<file path="config.mk">
export PLATFORM = sky130hd
export DESIGN_NAME = termcap_byte_escaper
export DESIGN_NICKNAME = d
export VERILOG_FILES = /design/src/design/tbe_pkg.sv /design/src/design/tbe_front.sv /design/src/design/tbe_queue.sv /design/src/design/tbe_back.sv /design/src/design/termcap_byte_escaper.sv
export SDC_FILE = /design/constraint.sdc
export NUM_CORES = 1
export LEC_CHECK = 0
export ABC_AREA = 1
export BUFFER_PORTS_ARGS = -buffer_cell sky130_fd_sc_hd__buf_2
export CORE_UTILIZATION = 29
export CTS_BUF_LIST = sky130_fd_sc_hd__clkbuf_4 sky130_fd_sc_hd__clkbuf_8
export DETAILED_ROUTE_END_ITERATION = 8
export PLACE_DENSITY = 0.5
export SLEW_MARGIN = 20
export SYNTH_ARGS = -nofsm -noshare
export SYNTH_HDL_FRONTEND = slang
export SYNTH_SLANG_ARGS = --single-unit
</file>
<file path="constraint.sdc">
create_clock -name i_clk -period 2.85 [get_ports i_clk]
set_input_delay 0.4275 -clock i_clk [delete_from_list [all_inputs] [get_ports i_clk]]
set_output_delay 0.4275 -clock i_clk [all_outputs]
set_load 0.01 [all_outputs]
</file>
<file path="src/design/tbe_pkg.sv">
// shared types and constants for the termcap byte escaper
// no dependencies; imported by every module of the block
`default_nettype none

package tbe_pkg;

    // queue depth between classifier and emitter
    localparam int TBE_QUEUE_DEPTH = 2;

    // characters used in escaped forms
    localparam logic [7:0] CH_BACKSLASH = 8'h5C;
    localparam logic [7:0] CH_CARET     = 8'h5E;
    localparam logic [7:0] CH_COLON     = 8'h3A;
    localparam logic [7:0] CH_AT        = 8'h40;
    localparam logic [7:0] CH_ZERO      = 8'h30;
    localparam logic [7:0] CH_SEVEN     = 8'h37;
    localparam logic [7:0] CTRL_MAX     = 8'h1F;
    localparam logic [7:0] CODE_DEL     = 8'h7F;

    // bytes with a backslash letter escape
    localparam logic [7:0] CODE_ESC = 8'h1B;
    localparam logic [7:0] CODE_CR  = 8'h0D;
    localparam logic [7:0] CODE_LF  = 8'h0A;
    localparam logic [7:0] CODE_TAB = 8'h09;
    localparam logic [7:0] CODE_BS  = 8'h08;
    localparam logic [7:0] CODE_VT  = 8'h0B;

    // one classified byte: up to four characters and the index of the last
    typedef struct packed {
        logic [3:0][7:0] chars;
        logic [1:0]      last_idx;
    } t_tbe_entry;

endpackage

`default_nettype wire

</file>
<file path="src/design/tbe_front.sv">
// front end: accepts raw bytes, holds the mode register, builds escape entries
// depends on tbe_pkg
`default_nettype none

module tbe_front
    import tbe_pkg::*;
(
    input  wire logic       i_clk,
    input  wire logic       i_rst_n,
    input  wire logic       i_in_valid,
    input  wire logic [7:0] i_in_byte,
    output logic            o_in_stall,
    input  wire logic       i_octal_controls_we,
    input  wire logic       i_octal_controls,
    input  wire logic       i_queue_full,
    output logic            o_push,
    output t_tbe_entry      o_entry
);

    logic       r_octal;
    logic       n_octal;
    logic [7:0] letter;
    logic       letter_hit;

    // mode register
    always_comb begin
        n_octal = r_octal;
        if (i_octal_controls_we) begin
            n_octal = i_octal_controls;
        end
    end

    always_ff @(posedge i_clk) begin
        if (!i_rst_n) begin
            r_octal <= 1'b0;
        end else begin
            r_octal <= n_octal;
        end
    end

    // beat handshake: stall only while the queue is full
    assign o_in_stall = i_queue_full;
    assign o_push     = i_in_valid && !i_queue_full;

    // named escapes
    always_comb begin
        letter_hit = 1'b1;
        unique case (i_in_byte)
            CODE_ESC:     letter = 8'h45;  // E
            CODE_CR:      letter = 8'h72;  // r
            CODE_LF:      letter = 8'h6E;  // n
            CODE_TAB:     letter = 8'h74;  // t
            CODE_BS:      letter = 8'h62;  // b
            CODE_VT:      letter = 8'h76;  // v
            CH_BACKSLASH: letter = CH_BACKSLASH;
            CH_CARET:     letter = CH_CARET;
            default: begin
                letter     = 8'h00;
                letter_hit = 1'b0;
            end
        endcase
    end

    // classify and build the character run
    always_comb begin
        o_entry.chars    = {4{CH_BACKSLASH}};
        o_entry.last_idx = 2'd0;
        priority if (letter_hit) begin
            o_entry.chars[1] = letter;
            o_entry.last_idx = 2'd1;
        end else if (!r_octal && i_in_byte <= CTRL_MAX) begin
            o_entry.chars[0] = CH_CARET;
            o_entry.chars[1] = CH_AT | i_in_byte;
            o_entry.last_idx = 2'd1;
        end else if (i_in_byte == CH_COLON || i_in_byte <= CTRL_MAX
                     || i_in_byte >= CODE_DEL) begin
            o_entry.chars[1] = CH_ZERO | {6'd0, i_in_byte[7:6]};
            o_entry.chars[2] = CH_ZERO | {5'd0, i_in_byte[5:3]};
            o_entry.chars[3] = CH_ZERO | {5'd0, i_in_byte[2:0]};
            o_entry.last_idx = 2'd3;
        end else begin
            o_entry.chars[0] = i_in_byte;
        end
    end

endmodule

`default_nettype wire

</file>
<file path="src/design/tbe_queue.sv">
// short show-ahead queue of escape entries between front and back
// depends on tbe_pkg
`default_nettype none

module tbe_queue
    import tbe_pkg::*;
#(
    parameter int DEPTH = TBE_QUEUE_DEPTH
) (
    input  wire logic       i_clk,
    input  wire logic       i_rst_n,
    input  wire logic       i_push,
    input  wire t_tbe_entry i_entry,
    input  wire logic       i_pop,
    output logic            o_full,
    output logic            o_empty,
    output t_tbe_entry      o_head
);

    localparam int PTR_W = $clog2(DEPTH);
    localparam int CNT_W = $clog2(DEPTH + 1);

    t_tbe_entry       r_mem [DEPTH];
    logic [PTR_W-1:0] r_wr_ptr;
    logic [PTR_W-1:0] r_rd_ptr;
    logic [CNT_W-1:0] r_count;
    logic [PTR_W-1:0] n_wr_ptr;
    logic [PTR_W-1:0] n_rd_ptr;
    logic [CNT_W-1:0] n_count;

    assign o_full  = (r_count == CNT_W'(DEPTH));
    assign o_empty = (r_count == '0);
    assign o_head  = r_mem[r_rd_ptr];

    // pointer and fill count update with wrap
    always_comb begin
        n_wr_ptr = r_wr_ptr;
        n_rd_ptr = r_rd_ptr;
        n_count  = r_count;
        if (i_push) begin
            n_wr_ptr = (r_wr_ptr == PTR_W'(DEPTH - 1)) ? '0 : r_wr_ptr + 1'b1;
        end
        if (i_pop) begin
            n_rd_ptr = (r_rd_ptr == PTR_W'(DEPTH - 1)) ? '0 : r_rd_ptr + 1'b1;
        end
        if (i_push && !i_pop) begin
            n_count = r_count + 1'b1;
        end else if (i_pop && !i_push) begin
            n_count = r_count - 1'b1;
        end
    end

    always_ff @(posedge i_clk) begin
        if (!i_rst_n) begin
            r_wr_ptr <= '0;
            r_rd_ptr <= '0;
            r_count  <= '0;
        end else begin
            r_wr_ptr <= n_wr_ptr;
            r_rd_ptr <= n_rd_ptr;
            r_count  <= n_count;
        end
    end

    // entry storage
    always_ff @(posedge i_clk) begin
        if (i_push) begin
            r_mem[r_wr_ptr] <= i_entry;
        end
    end

endmodule

`default_nettype wire

</file>
<file path="src/design/tbe_back.sv">
// back end: walks the head entry one character per beat into the output register
// depends on tbe_pkg
`default_nettype none

module tbe_back
    import tbe_pkg::*;
(
    input  wire logic       i_clk,
    input  wire logic       i_rst_n,
    input  wire logic       i_empty,
    input  wire t_tbe_entry i_head,
    output logic            o_pop,
    output logic            o_out_valid,
    input  wire logic       i_out_stall,
    output logic [7:0]      o_out_char,
    output logic            o_run_last
);

    logic       r_out_valid;
    logic [7:0] r_char;
    logic       r_last;
    logic [1:0] r_idx;
    logic       n_out_valid;
    logic [1:0] n_idx;
    logic       out_free;
    logic       take;
    logic       at_last;

    // output register is free when empty or being taken
    assign out_free = !r_out_valid || !i_out_stall;
    assign take     = out_free && !i_empty;
    assign at_last  = (r_idx == i_head.last_idx);
    assign o_pop    = take && at_last;

    always_comb begin
        n_out_valid = r_out_valid;
        n_idx       = r_idx;
        if (out_free) begin
            n_out_valid = !i_empty;
        end
        if (take) begin
            n_idx = at_last ? 2'd0 : r_idx + 2'd1;
        end
    end

    always_ff @(posedge i_clk) begin
        if (!i_rst_n) begin
            r_out_valid <= 1'b0;
            r_idx       <= 2'd0;
        end else begin
            r_out_valid <= n_out_valid;
            r_idx       <= n_idx;
        end
    end

    // output payload
    always_ff @(posedge i_clk) begin
        if (take) begin
            r_char <= i_head.chars[r_idx];
            r_last <= at_last;
        end
    end

    assign o_out_valid = r_out_valid;
    assign o_out_char  = r_char;
    assign o_run_last  = r_last;

endmodule

`default_nettype wire

</file>
<file path="src/design/termcap_byte_escaper.sv">
// an accepted byte is written into the queue, then its first character into
// the output register; throughput: one character per cycle while the output
// is not stalled, set by the single-character output register
// a short queue lets input bytes be taken while the output is stalled
// reset: synchronous active low; clears queue, output valid and octal mode
`default_nettype none

module termcap_byte_escaper
    import tbe_pkg::*;
#(
    parameter int QUEUE_DEPTH = TBE_QUEUE_DEPTH
) (
    input  wire logic       i_clk,
    input  wire logic       i_rst_n,
    input  wire logic       i_in_valid,
    output logic            o_in_stall,
    input  wire logic [7:0] i_in_byte,
    input  wire logic       i_octal_controls_we,
    input  wire logic       i_octal_controls,
    output logic            o_out_valid,
    input  wire logic       i_out_stall,
    output logic [7:0]      o_out_char,
    output logic            o_run_last
);

    logic       push;
    logic       pop;
    logic       queue_full;
    logic       queue_empty;
    t_tbe_entry entry;
    t_tbe_entry head;

    // classify incoming bytes
    tbe_front u_front (
        .i_clk               (i_clk),
        .i_rst_n             (i_rst_n),
        .i_in_valid          (i_in_valid),
        .i_in_byte           (i_in_byte),
        .o_in_stall          (o_in_stall),
        .i_octal_controls_we (i_octal_controls_we),
        .i_octal_controls    (i_octal_controls),
        .i_queue_full        (queue_full),
        .o_push              (push),
        .o_entry             (entry)
    );

    // decoupling queue
    tbe_queue #(
        .DEPTH (QUEUE_DEPTH)
    ) u_queue (
        .i_clk   (i_clk),
        .i_rst_n (i_rst_n),
        .i_push  (push),
        .i_entry (entry),
        .i_pop   (pop),
        .o_full  (queue_full),
        .o_empty (queue_empty),
        .o_head  (head)
    );

    // emit characters
    tbe_back u_back (
        .i_clk       (i_clk),
        .i_rst_n     (i_rst_n),
        .i_empty     (queue_empty),
        .i_head      (head),
        .o_pop       (pop),
        .o_out_valid (o_out_valid),
        .i_out_stall (i_out_stall),
        .o_out_char  (o_out_char),
        .o_run_last  (o_run_last)
    );

endmodule

`default_nettype wire

</file>
==> results, run 1 <==
- The endpoint type of the worst setup path is a register.
- The floorplan step defined a core boundary enclosing around 10000 sq um.
- The number of antenna-violating nets in the routed design is 0.
- The reg-to-reg setup timing slack is approximately 0.7 ns.
- The total clock buffers created by CTS is 9.
- The die span in x is around 100 microns.
- The worst pin sits at a relative slew slack of 0.663.
- The worst ir drop on vdd is 0.313 mV.
- Of the available clock period, the critical path in the final layout requires 0.752.
- Synthesis produced between 300 and 400 cells.
- The worst hold path cell count is 2.
- Cell internal power was estimated by the tool at 2.07 mW.
- During synthesis, Yosys emitted a total of 0 warnings.
- The end of the worst register-to-register path is u_queue.r_count[1]$_SDFFE_PN0P_.
- The number of remaining DRC errors is 0.
- The placed cell area is 3360 sq um.
- The number of nets in the finished design is roughly 360.
- The combinational share of power is 0.276.
- For this design the ratio of total power to cell area is roughly 900 nW/um^2.
- The half-perimeter wire length after placement is between 4000 and 5000 microns.
- The number of cells on the worst reg-to-reg path is 11.
- In this run the worst hold path is classified as in2reg.
- Across all hold checks on the routed design, the worst slack comes to around 0.26 ns.
- Synthesis instantiated 27 different standard cells from the library.
- Setup repair after global routing left no endpoint under its margin.
- The maximum clock path buffer count is 2.
- The run finished with clean final reports.
- The number of storage elements in the synthesis netlist is 68.
- The worst setup path is of the reg2reg kind.
- The final clock skew is 0.00560 ns.
- Of the total power, the share spent switching nets is 0.337.
- The analysis attributes to net switching a power of ~1.1 mW.
- The signal arrival time at the worst endpoint is about 2.4 ns.
- The worst hold path endpoint is u_front.r_octal$_SDFFE_PN0P_.
- The proportion of netlist area held by the largest area contributor is 0.581.
- The ratio of cells with drive above 1 in the final layout is 0.188.
- The netlist area before placement is approximately 3000 sq um.
- Compared with the post-synthesis result, the final layout area differs by 16.6%.
- Gates resized during post-CTS repair numbered 0.
- The part of the total power dissipated in the clock network is 0.252.
- The height of the die is between 100 and 150 microns.
- The via-per-instance ratio is between 4 and 5.
- Across all layers, the routed design uses 2201 vias.
- Of all nets on the critical path, the largest fanout is 26.
- The largest total area in the synthesized netlist belongs to edfxtp_1.
- The sum of overflow across all layers after global routing is 0.
- For this design, the CTS-stage hold fixing added 0 buffers.
- With fillers left out, the area of the finished cells amounts to roughly 3600 sq um.
- The CTS tree is done.
- The minimum period implied by the final worst setup slack is roughly 2.1 ns.
- The number of setup violations in the final report is 0.
- The clock latency of the later-clocked register in the worst-skew pair is about 0.34 ns.
- The floorplan row count is 37.
- The floorplan step defined a die boundary enclosing around 11000 sq um.
- The final number of max-transition violations came to 0.
- Adding up every negative setup slack in the final design gives 0 ns.
- The via count of the first global-routing pass is ~2200.
- The worst hold path begins at i_octal_controls_we.
- The I/O pin total is 25.
- Entering global routing, the biggest net connects 27 pins.
- The placer's final routability congestion estimate is roughly 0.83.
- Wires add up to approximately 6400 microns.
- Buffers added to address setup during post-CTS repair amount to 0.
- The tool flagged a number of max-cap violations equal to 0.
- The count of endpoints failing hold in the final timing report came to 0.
- Across every metal layer, demand over resource in global routing totals 0.129.
- The upper clock frequency limit is ~470 MHz.
- The DRC violation total after the first TritonRoute iteration is 82.
- CTS built an H-tree with a depth of 3.
- Of the total power, registers draw 0.472.
- The pre-antenna-repair detailed-routing pass consisted of 4 iterations.
- The share of the Yosys chip area taken by registers is 0.640.
- Clock tree synthesis found a total of 68 sinks.
- STA classifies the critical path startpoint as a register.
- The starting density of the core is 0.297.
- After detailed routing, the average wire length per cell comes to 13.2 microns.
- The standby leakage power is approximately 1.4 nW.
- The count of buffers added on input and output ports is 24.
- The clock transition at the registers of the reported paths is around 0.080 ns.
- The average footprint of a synthesized cell is about 9.8 sq um.
- In the post-synthesis netlist, the biggest area contributors are edfxtp_1, nand2_1, dfxtp_1, nor2_1, o21ai_0.
- The required time of the worst setup path is 3.08 ns.
- The wire length of the first global-routing pass is approximately 11000 microns.
- The count of antenna diodes in the layout is 0.
- The number of antenna violations at the first check in global routing came to 0.
- At the pin with the least slew margin, the transition time is 0.500 ns.
- The root buffer cell chosen for the clock tree is clkbuf_8.
cell families (layout without fill, tap and decap cells):
logic type                 after synthesis  count (layout)  share of synthesized area
buffers and inverters                   41              79                     0.0553
other                                    1               4                    0.00123
DFF                                     68              68                      0.640
adders and majority gates                1               1                    0.00410
and+or+nand+nor                        151             151                      0.214
AOI/OAI and AO/OA                       49              49                     0.0853
synthesized netlist by cell type, drive strengths merged:
| cell type | instances |
|---|---|
| o22ai | 6 |
| nand4 | 4 |
| a21oi | 10 |
| a31oi | 1 |
| o21bai | 1 |
| nand3 | 19 |
| conb | 1 |
| clkbuf | 4 |
| dfxtp | 9 |
| and2 | 1 |
| nor2 | 50 |
| buf | 4 |
| o221ai | 1 |
| inv | 33 |
| nor3 | 3 |
| edfxtp | 59 |
| nand2 | 74 |
| ha | 1 |
| o21ai | 30 |
flip-flops by register name, summed over array words and instances, names as in the netlist, named ones only:
signal              flops
u_queue.r_mem          50
u_back.o_out_char       8
u_back.r_idx            2
u_queue.r_count         2
u_back.o_out_valid      1
u_back.o_run_last       1
u_front.r_octal         1
u_queue.r_rd_ptr        1
u_queue.r_wr_ptr        1
cell usage in the layout (no fill, tap or decap):
master,n
nand3_2,3
nor3_1,3
nor2_4,1
clkbuf_8,9
dfxtp_1,9
conb_1,4
o21ai_1,1
nand4_1,4
clkinv_4,2
inv_6,1
edfxtp_1,59
o221ai_1,1
o22ai_1,6
nor2_2,5
inv_1,27
clkinvlp_4,2
ha_1,1
nor2_1,44
buf_2,24
o21ai_0,29
a31oi_1,1
and2_1,1
a21oi_1,10
nand2_4,1
clkinv_2,1
nand3_1,16
nand2_2,4
inv_2,6
nand2_1,69
buf_4,6
bufinv_16,1
o21bai_1,1
power groups by stage:
stage                     Sequential (mW)  Combinational (mW)  Clock, mW
after global placement               1.50               0.873          0
after global routing                 1.50               0.996      0.854
after CTS                            1.48               0.877      0.808
after detailed placement             1.50               0.874          0
after floorplan                      1.50               0.548          0
final                                1.47               0.861      0.787
cell type report:
class,count,area [sq um]
Fill cell,1073,6720
Sequential cell,68,1950
Multi-Input combinational cell,205,947
Tap cell,136,170
Timing Repair Buffer,30,165
Clock buffer,9,124
Inverter,33,124
Clock inverter,7,76.3
how the worst max path moves through the flow:
| stage | from | to | slack [ns] | cells past startpoint |
|---|---|---|---|---|
| floorplan | i_in_valid | u_queue.r_mem[1][0]$_DFFE_PP_ | 0.79 | 2 |
| global placement | register | u_queue.r_count[1]$_SDFFE_PN0P_ | 0.81 | 11 |
| detailed placement | register | u_queue.r_count[1]$_SDFFE_PN0P_ | 0.73 | 11 |
| CTS | register | u_queue.r_count[1]$_SDFFE_PN0P_ | 0.72 | 11 |
| global route | register | u_queue.r_count[1]$_SDFFE_PN0P_ | 0.43 | 11 |
| finish | register | u_queue.r_count[1]$_SDFFE_PN0P_ | 0.71 | 11 |
critical path, stage by stage, from the launching register on:
cell and delay, ns:
dfxtp_1 0.41, inv_2 0.37, nand2_1 0.14, nand2_1 0.08, nand2_1 0.06, nand2_1 0.10, nand3_2 0.11, ha_1 0.32
a21oi_1 0.11, o21ai_0 0.11, o21ai_0 0.15, a21oi_1 0.05
through the flow:
stage                     instances  worst slack [ns]  power (mW)  utilization
after floorplan                 314             0.785        2.05            -
after global placement          472             0.806        2.37        0.327
after detailed placement        472             0.729        2.37        0.327
after CTS                       488             0.723        3.16        0.346
after global routing            488             0.428        3.35        0.346
final                           488             0.708        3.12        0.346
metal layers:
layer  global-route usage  routed length (microns)  share of wire  vias up
met2                0.206                     2990           0.46       53
met4               0.0423                       74          0.011        0
met1                0.163                     3100           0.48     1015
met3               0.0449                      275          0.043        8
met5                    0                        0              0        -
li1                     -                        -              -     1125
Power figures use the tool's default switching activity.
==> inputs of run 2 (changes only) <==
==> constraint.sdc (replaced) <==
create_clock -name i_clk -period 2.1 [get_ports i_clk]
set_input_delay 0.315 -clock i_clk [delete_from_list [all_inputs] [get_ports i_clk]]
set_output_delay 0.315 -clock i_clk [all_outputs]
set_load 0.01 [all_outputs]
==> results, run 2 (synthesis gave the netlist of run 1 again) <==
- The ratio of cells with drive above 1 in the final layout is 0.192 (was 0.188).
- The height of the die is 105 microns (unchanged).
- The buffer count from post-CTS setup fixing was 0 (unchanged).
- The total clock buffers created by CTS is 9 (unchanged).
- The post-cts sizing count is 0 (unchanged).
- The worst-path cell with the longest stage delay is dfxtp_1 (unchanged).
- The highest net fanout along the worst path is 10 (was 26).
- CP cell instances: inv_2 > nand3_1 > nand2_1 > inv_1 > nand3_2 > ha_1 > a21oi_1 > o21ai_0 > o21ai_0 > a21oi_1 (was inv_2 > nand2_1 > nand2_1 > nand2_1 > nand2_1 > nand3_2 > ha_1 > a21oi_1 > o21ai_0 > o21ai_0 > a21oi_1).
- The power density of the placed cells came to 1250 nW/um^2 (was 877 nW/um^2).
- The length of the first detailed-routing pass in iterations came to 4 (unchanged).
- The class of the tightest hold or removal check is in2reg (unchanged).
- The routing usage on met2 came to 0.217 (was 0.206).
- The die footprint is 10900 sq um (unchanged).
- The area growth from synthesis to layout came to 18.7% (was 16.6%).
- The total negative slack is 0 ns (unchanged).
- The number of remaining DRC errors is 0 (unchanged).
- The number of nets in the finished design is 364 (was 362).
- The clock transition at the registers of the reported paths was 0.07 ns (was 0.08 ns).
- The number of H-tree branching levels came to 3 (unchanged).
- The commonest non-fill, non-tap cell in the layout is nand2_1 (unchanged).
- The number of flip-flops in the largest register came to 50 (unchanged).
- The setup slack after layout came to 0.277 ns (was 0.708 ns).
- The average routed wire per standard cell is 13.5 microns (was 13.2 microns).
- The starting density of the core was 0.297 (unchanged).
- The die span in x is 105 microns (unchanged).
- The maximum number of pins on one net before global-route repair was 27 (unchanged).
- Highest-count cells in the layout ignoring fill and taps: nand2_1, edfxtp_1, nor2_1, o21ai_0, inv_1 (unchanged).
- The number of antenna violations at the first check in global routing is 0 (unchanged).
- The worst ir drop on vdd is 0.402 mV (was 0.313 mV).
- The met3 track demand over resource in global routing is 0.0437 (was 0.0449).
- The number of antenna-violating nets in the routed design is 0 (unchanged).
- The cell at the root of the clock tree is clkbuf_8 (unchanged).
- The DRC violation total after the first TritonRoute iteration came to 106 (was 82).
- The core footprint is 10300 sq um (unchanged).
- The wire length of the first global-routing pass is 11000 microns (was 10700 microns).
- The I/O pin total is 25 (unchanged).
- The largest incremental delay on the critical path is 0.46 ns (was 0.41 ns).
- The overall via count from detail_route is 2217 (was 2201).
- The sum of overflow across all layers after global routing is 0 (unchanged).
- The total of buffers placed on input and output ports is 24 (unchanged).
- The endpoint type of the worst setup path is a register (unchanged).
- The worst setup timing slack at the placement stage is 0.293 ns (was 0.729 ns).
- The number of violations of the max-capacitance limit is 0 (unchanged).
- The quantity of hold-fixing buffers added after cts is 0 (unchanged).
- The placer's final routability congestion estimate is 0.791 (was 0.828).
- Unrepaired setup endpoints after global routing: false (unchanged).
- The half-perimeter wire length after placement is 4560 microns (was 4460 microns).
- Status: finished, final reports clean (unchanged).
- The via count of the first global-routing pass is 2156 (was 2195).
- The TritonCTS sink count is 68 (unchanged).
- The number of setup violations in the final report is 0 (unchanged).
- The final clock skew came to 0.00539 ns (was 0.00560 ns).
- The actual slew at the worst max-slew pin is 0.507 ns (was 0.500 ns).
- The maximum clock path buffer count is 2 (unchanged).
- The worst slew slack as a fraction of its limit is 0.658 (was 0.663).
- The count of antenna diodes in the layout is 0 (unchanged).
- The floorplan row count is 37 (unchanged).
- The count of endpoints failing hold in the final timing report is 0 (unchanged).
- The sort of element at the start of the critical path is a register (unchanged).
- The upper clock frequency limit is 549 MHz (was 467 MHz).
- The CTS tree is done (unchanged).
- The required time of the worst setup path came to 2.33 ns (was 3.08 ns).
- The standby leakage power is 1.49 nW (was 1.45 nW).
- The minimum period implied by the final worst setup slack was 1.82 ns (was 2.14 ns).
- The final number of max-transition violations came to 0 (unchanged).
- The signal arrival time at the worst endpoint was 2.05 ns (was 2.37 ns).
- The share of the clock period used by the worst path is 0.868 (was 0.752).
- The global routing usage on met1 is 0.166 (was 0.163).
- The most heavily used metal layer in global routing is met2 (unchanged).
- The placed cell area came to 3370 sq um (was 3360 sq um).
- The top register by number of flip-flops was u_queue.r_mem (unchanged).
- The global-route usage over all layers is 0.132 (was 0.129).
- The detailed-route wire length is 6640 microns (was 6440 microns).
- The clock latency of the later-clocked register in the worst-skew pair was 0.34 ns (about the same).
- The startpoint-to-endpoint class of the critical path is reg2reg (unchanged).
- The final cell area excluding filler cells is 3620 sq um (was 3560 sq um).
- The via-per-instance ratio is 4.52 (was 4.51).
==> run 2: layer usage <==
layer | up-vias | part of all wire
met1 | 1031 | 0.46
met2 | 63 | 0.47
met3 | 2 | 0.061
met4 | 0 | 0.0032
met5 | - | 0
li1 | 1121 | -
==> run 2: layout make-up <==
class                   instances  area [sq um]
fillers                      1063          6660
flip-flops and latches         68          1950
multi-input cells             205           947
repair buffers                 32           180
well taps                     136           170
clock buffers                  10           138
inverters                      33           124
clock inverters                 6           111
==> run 2: worst paths after layout <==
kind / from / to / slack [ns] / cells after the start
min: i_octal_controls_we / u_front.r_octal$_SDFFE_PN0P_ / 0.15 / 2
max reg2reg: u_back.r_idx[1]$_SDFFE_PN0N_ / u_queue.r_count[1]$_SDFFE_PN0P_ / 0.28 / 10
min reg2reg: u_back.o_out_valid$_SDFFE_PN0N_ / u_back.o_out_valid$_SDFFE_PN0N_ / 0.48 / 2
max: u_back.r_idx[1]$_SDFFE_PN0N_ / u_queue.r_count[1]$_SDFFE_PN0P_ / 0.28 / 10
==> run 2: per-stage QoR <==
step / total power, mW / util / hold slack, ns / std cells
2_1_floorplan: 2.79 / - / 0.408 / 314
3_3_place_gp: 3.28 / 0.328 / 0.460 / 474
3_5_place_dp: 3.28 / 0.328 / 0.477 / 474
4_1_cts: 4.60 / 0.352 / 0.131 / 490
5_1_grt: 4.83 / 0.352 / 0.129 / 490
6_report: 4.53 / 0.352 / 0.153 / 490
==> run 2: worst max-delay path, delay by kind of cell, from the launching register on <==
family	cells	cell delay, ns
simple gates	3	0.28
buf+inv	2	0.24
flops	1	0.46
fa+ha+maj	1	0.32
compound gates	4	0.42
==> run 2: report_power, final <==
part | switching [mW] | internal (mW) | total (mW)
Combinational | 0.840 | 0.402 | 1.24
Sequential | 0.104 | 1.87 | 1.98
Clock | 0.490 | 0.821 | 1.31
==> inputs of run 3 (changes only) <==
--- a/config.mk
+++ b/config.mk
@@ -5,7 +5,6 @@
 export SDC_FILE = /design/constraint.sdc
 export NUM_CORES = 1
 export LEC_CHECK = 0
-export ABC_AREA = 1
 export BUFFER_PORTS_ARGS = -buffer_cell sky130_fd_sc_hd__buf_2
 export CORE_UTILIZATION = 29
 export CTS_BUF_LIST = sky130_fd_sc_hd__clkbuf_4 sky130_fd_sc_hd__clkbuf_8
==> results, run 3 <==
- The core footprint came to 10300 sq um (about the same).
- The cell at the root of the clock tree is clkbuf_8 (unchanged).
- The minimum period implied by the final worst setup slack was 1.98 ns (was 1.82 ns).
- The number of buffers and inverters on the critical path was 0 (was 2).
- The number of remaining DRC errors is 0 (unchanged).
- The class of the tightest hold or removal check was in2reg (unchanged).
- The cell class contributing the biggest share of worst-path delay is simple AND/OR/NAND/NOR gates (was flip-flops).
- The sort of element at the start of the critical path is a register (unchanged).
- The worst ir drop on vdd is 0.539 mV (was 0.402 mV).
- The final cell area excluding filler cells is 3610 sq um (was 3620 sq um).
- The part of the Yosys area used for sequential elements is 0.630 (was 0.640).
- The upper clock frequency limit is 506 MHz (was 549 MHz).
- The ratio of cells with drive above 1 in the final layout is 0.320 (was 0.192).
- Top cells by instance count after synthesis: edfxtp_1, nand2_1, mux4_2, dfxtp_1, o21ai_0 (was nand2_1, edfxtp_1, nor2_1, o21ai_0, inv_1).
- The share of the clock period used by the worst path is 0.941 (was 0.868).
- The height of the die came to 105 microns (about the same).
- The global routing usage on met1 is 0.147 (was 0.166).
- Status: finished, final reports clean (unchanged).
- The final total power was 4.12 mW (was 4.53 mW).
- Highest-count cells in the layout ignoring fill and taps: edfxtp_1, buf_2, nand2_1, buf_4, mux4_2 (was nand2_1, edfxtp_1, nor2_1, o21ai_0, inv_1).
- The die footprint is 11100 sq um (was 10900 sq um).
- The final core utilization is 0.350 (was 0.352).
- The met3 track demand over resource in global routing is 0.0247 (was 0.0437).
- The via-per-instance ratio is 4.70 (was 4.52).
- The total placed cells including tap cells is 376 (was 474).
- The proportion of netlist area held by the largest area contributor is 0.571 (was 0.581).
- The cell internal power dissipation is 2.89 mW (was 3.09 mW).
- The buffer count from post-CTS setup fixing came to 0 (unchanged).
- The number of cells on the worst reg-to-reg path is 7 (was 10).
- The most heavily used metal layer in global routing is met2 (unchanged).
- The startpoint-to-endpoint class of the critical path was reg2reg (unchanged).
- The half-perimeter wire length after placement is 4090 microns (was 4560 microns).
- The via count of the first global-routing pass is 1855 (was 2156).
- The filler-free cell count of the finished design came to 392 (was 490).
- The clock transition at the registers of the reported paths is 0.07 ns (about the same).
- The total of buffers placed on input and output ports is 24 (unchanged).
- The number of violations of the max-capacitance limit came to 0 (unchanged).
- The number of gates on the worst path with buffers counted is 7 (was 10).
- The average routed wire per standard cell was 14.8 microns (was 13.5 microns).
- The power spent charging and discharging nets was 1.23 mW (was 1.43 mW).
- The final number of max-transition violations is 0 (unchanged).
- The commonest non-fill, non-tap cell in the layout is edfxtp_1 (was nand2_1).
- CP cell instances: mux2_4 > xnor2_1 > nor2_1 > nand2_1 > ha_1 > or3_1 > a21boi_1 (was inv_2 > nand3_1 > nand2_1 > inv_1 > nand3_2 > ha_1 > a21oi_1 > o21ai_0 > o21ai_0 > a21oi_1).
- The endpoint type of the worst setup path is a register (unchanged).
- The number of nets in the finished design is 266 (was 364).
- The quantity of hold-fixing buffers added after cts is 0 (unchanged).
- The average footprint of a synthesized cell is 15.0 sq um (was 9.81 sq um).
- The placed cell area is 3440 sq um (was 3370 sq um).
- The overall via count from detail_route is 1843 (was 2217).
- The number of flip-flops in the largest register is 50 (unchanged).
- The I/O pin total is 25 (unchanged).
- The share of synthesized registers carrying an async set or reset is 0 (unchanged).
- The number of antenna violations at the first check in global routing is 0 (unchanged).
- The global-route usage over all layers was 0.115 (was 0.132).
- The part of the total power dissipated in the clock network is 0.220 (was 0.289).
- The floorplan row count is 37 (unchanged).
- The wire length of the first global-routing pass is 9610 microns (was 11000 microns).
- The signal arrival time at the worst endpoint is 2.24 ns (was 2.05 ns).
- Unrepaired setup endpoints after global routing: false (unchanged).
- The number of distinct library cell variants in the gate-level netlist after synthesis came to 56 (was 27).
- The switching power share of the total is 0.299 (was 0.317).
- The highest net fanout along the worst path is 4 (was 10).
- The worst hold path cell count is 3 (was 2).
- The netlist area before placement is 3100 sq um (was 3050 sq um).
- The die span in x is 105 microns (about the same).
- The final clock skew is 0.00747 ns (was 0.00539 ns).
- The CTS tree is done (unchanged).
- The cell type contributing the most total cell area after synthesis is edfxtp_1 (unchanged).
- The combinational share of power is 0.297 (was 0.274).
- The worst slew slack as a fraction of its limit was 0.541 (was 0.658).
- The power density of the placed cells is 1140 nW/um^2 (was 1250 nW/um^2).
- The top flip-flop cell by instance count after synthesis is edfxtp_1 (unchanged).
- The number of storage elements in the synthesis netlist is 68 (unchanged).
- The reg-to-reg setup timing slack is 0.12 ns (was 0.28 ns).
- The number of antenna-violating nets in the routed design is 0 (unchanged).
- The sum of overflow across all layers after global routing was 0 (unchanged).
- The number of cells produced by synthesis was 207 (was 311).
- The DRC violation total after the first TritonRoute iteration came to 90 (was 106).
- The area growth from synthesis to layout is 16.5% (was 18.7%).
- The largest incremental delay on the critical path came to 0.38 ns (was 0.46 ns).
- The standby leakage power came to 1.27 nW (was 1.49 nW).
- The placer's final routability congestion estimate came to 0.849 (was 0.791).
- The count of endpoints failing hold in the final timing report is 0 (unchanged).
- The number of enable-type register cells in the synthesized netlist is 59 (unchanged).
- The top register by number of flip-flops is u_queue.r_mem (unchanged).
- The worst-path cell with the longest stage delay is dfxtp_2 (was dfxtp_1).
- The maximum number of pins on one net before global-route repair is 26 (was 27).
- The most common cell in the netlist is edfxtp_1 (was nand2_1).
- The required time of the worst setup path is 2.37 ns (was 2.33 ns).
- The TritonCTS sink count is 68 (unchanged).
- The clock latency of the later-clocked register in the worst-skew pair was 0.33 ns (was 0.34 ns).
- The total clock buffers created by CTS is 9 (unchanged).
- The sequential fraction of design power is 0.483 (was 0.436).
- The count of antenna diodes in the layout came to 0 (unchanged).
- The total number of yosys warnings is 0 (unchanged).
- The detailed-route wire length is 5820 microns (was 6640 microns).
- The number of H-tree branching levels is 3 (unchanged).
- The number of setup violations in the final report is 0 (unchanged).
- The starting density of the core is 0.300 (was 0.297).
- Top cells by area in the synthesized netlist: edfxtp_1, mux4_2, dfxtp_1, nand2_1, o21ai_0 (was edfxtp_1, nand2_1, dfxtp_1, nor2_1, o21ai_0).
- The length of the first detailed-routing pass in iterations is 4 (unchanged).
- The actual slew at the worst max-slew pin is 0.689 ns (was 0.507 ns).
- The maximum clock path buffer count was 2 (unchanged).
- The routing usage on met2 is 0.184 (was 0.217).
[run 3: changes by cell type in the layout (fill, tap and decap cells not counted), sizes merged, moves of 6 or more]
cell   before  now
nand2      74   15
nor2       50    8
inv        33    6
o21ai      30   10
nand3      19    2
mux4        0   11
buf        32   39
and3        0    6
[run 3: cell type report]
class | instances | area, sq um
Fill cell | 1009 | 6710
Sequential cell | 68 | 1950
Multi-Input combinational cell | 126 | 1060
Timing Repair Buffer | 39 | 233
Tap cell | 136 | 170
Clock buffer | 11 | 139
Clock inverter | 5 | 28.8
Inverter | 7 | 26.3
[run 3: worst paths after layout]
kind                                   startpoint                         endpoint
setup / recovery                         register  u_queue.r_count[1]$_SDFFE_PN0P_
hold reg to reg   u_back.o_out_valid$_SDFFE_PN0N_  u_back.o_out_valid$_SDFFE_PN0N_
setup reg to reg                         register  u_queue.r_count[1]$_SDFFE_PN0P_
hold / removal                   i_octal_controls     u_front.r_octal$_SDFFE_PN0P_
[run 3: cells by family after synthesis]
kind of cell    count (synthesis)  synth area share
fa+ha+maj                       1           0.00403
xor+xnor                        5            0.0141
mux                            19             0.113
flops                          68             0.630
buf+inv                        16            0.0319
compound gates                 41            0.0961
simple gates                   56             0.111
other cells                     1           0.00121
[run 3: repair_timing]
item | in CTS | in global routing
endpoints found under the setup margin | 0 | 1
endpoints found under the hold margin | 0 | 0
gates resized for setup | 0 | 2
[run 3: power by group through the flow]
stage	clock (mW)	sequential, mW	combinational, mW
2_1_floorplan	0	2.06	0.795
3_3_place_gp	0	2.02	1.24
3_5_place_dp	0	2.03	1.24
4_1_cts	0.937	2.00	1.25
5_1_grt	0.998	2.03	1.37
6_report	0.906	1.99	1.22
[run 3: layer usage]
metal,part of all wire,wire (microns)
met5,0,0
met4,0.0091,53
met3,0.053,310
met2,0.47,2740
met1,0.47,2710
[run 3: worst min-delay path: stages]
cell	delay, ns
buf_2	0.09
mux2i_1	0.06
nor2b_1	0.09
[run 3: through the flow]
stage	setup WS (ns)	setup TNS [ns]	hold WS [ns]
2_1_floorplan	0.163	0	0.437
3_3_place_gp	-0.0199	-0.0497	0.469
3_5_place_dp	0.0286	0	0.484
4_1_cts	0.0118	0	0.243
5_1_grt	0.0153	0	0.278
6_report	0.124	0	0.255
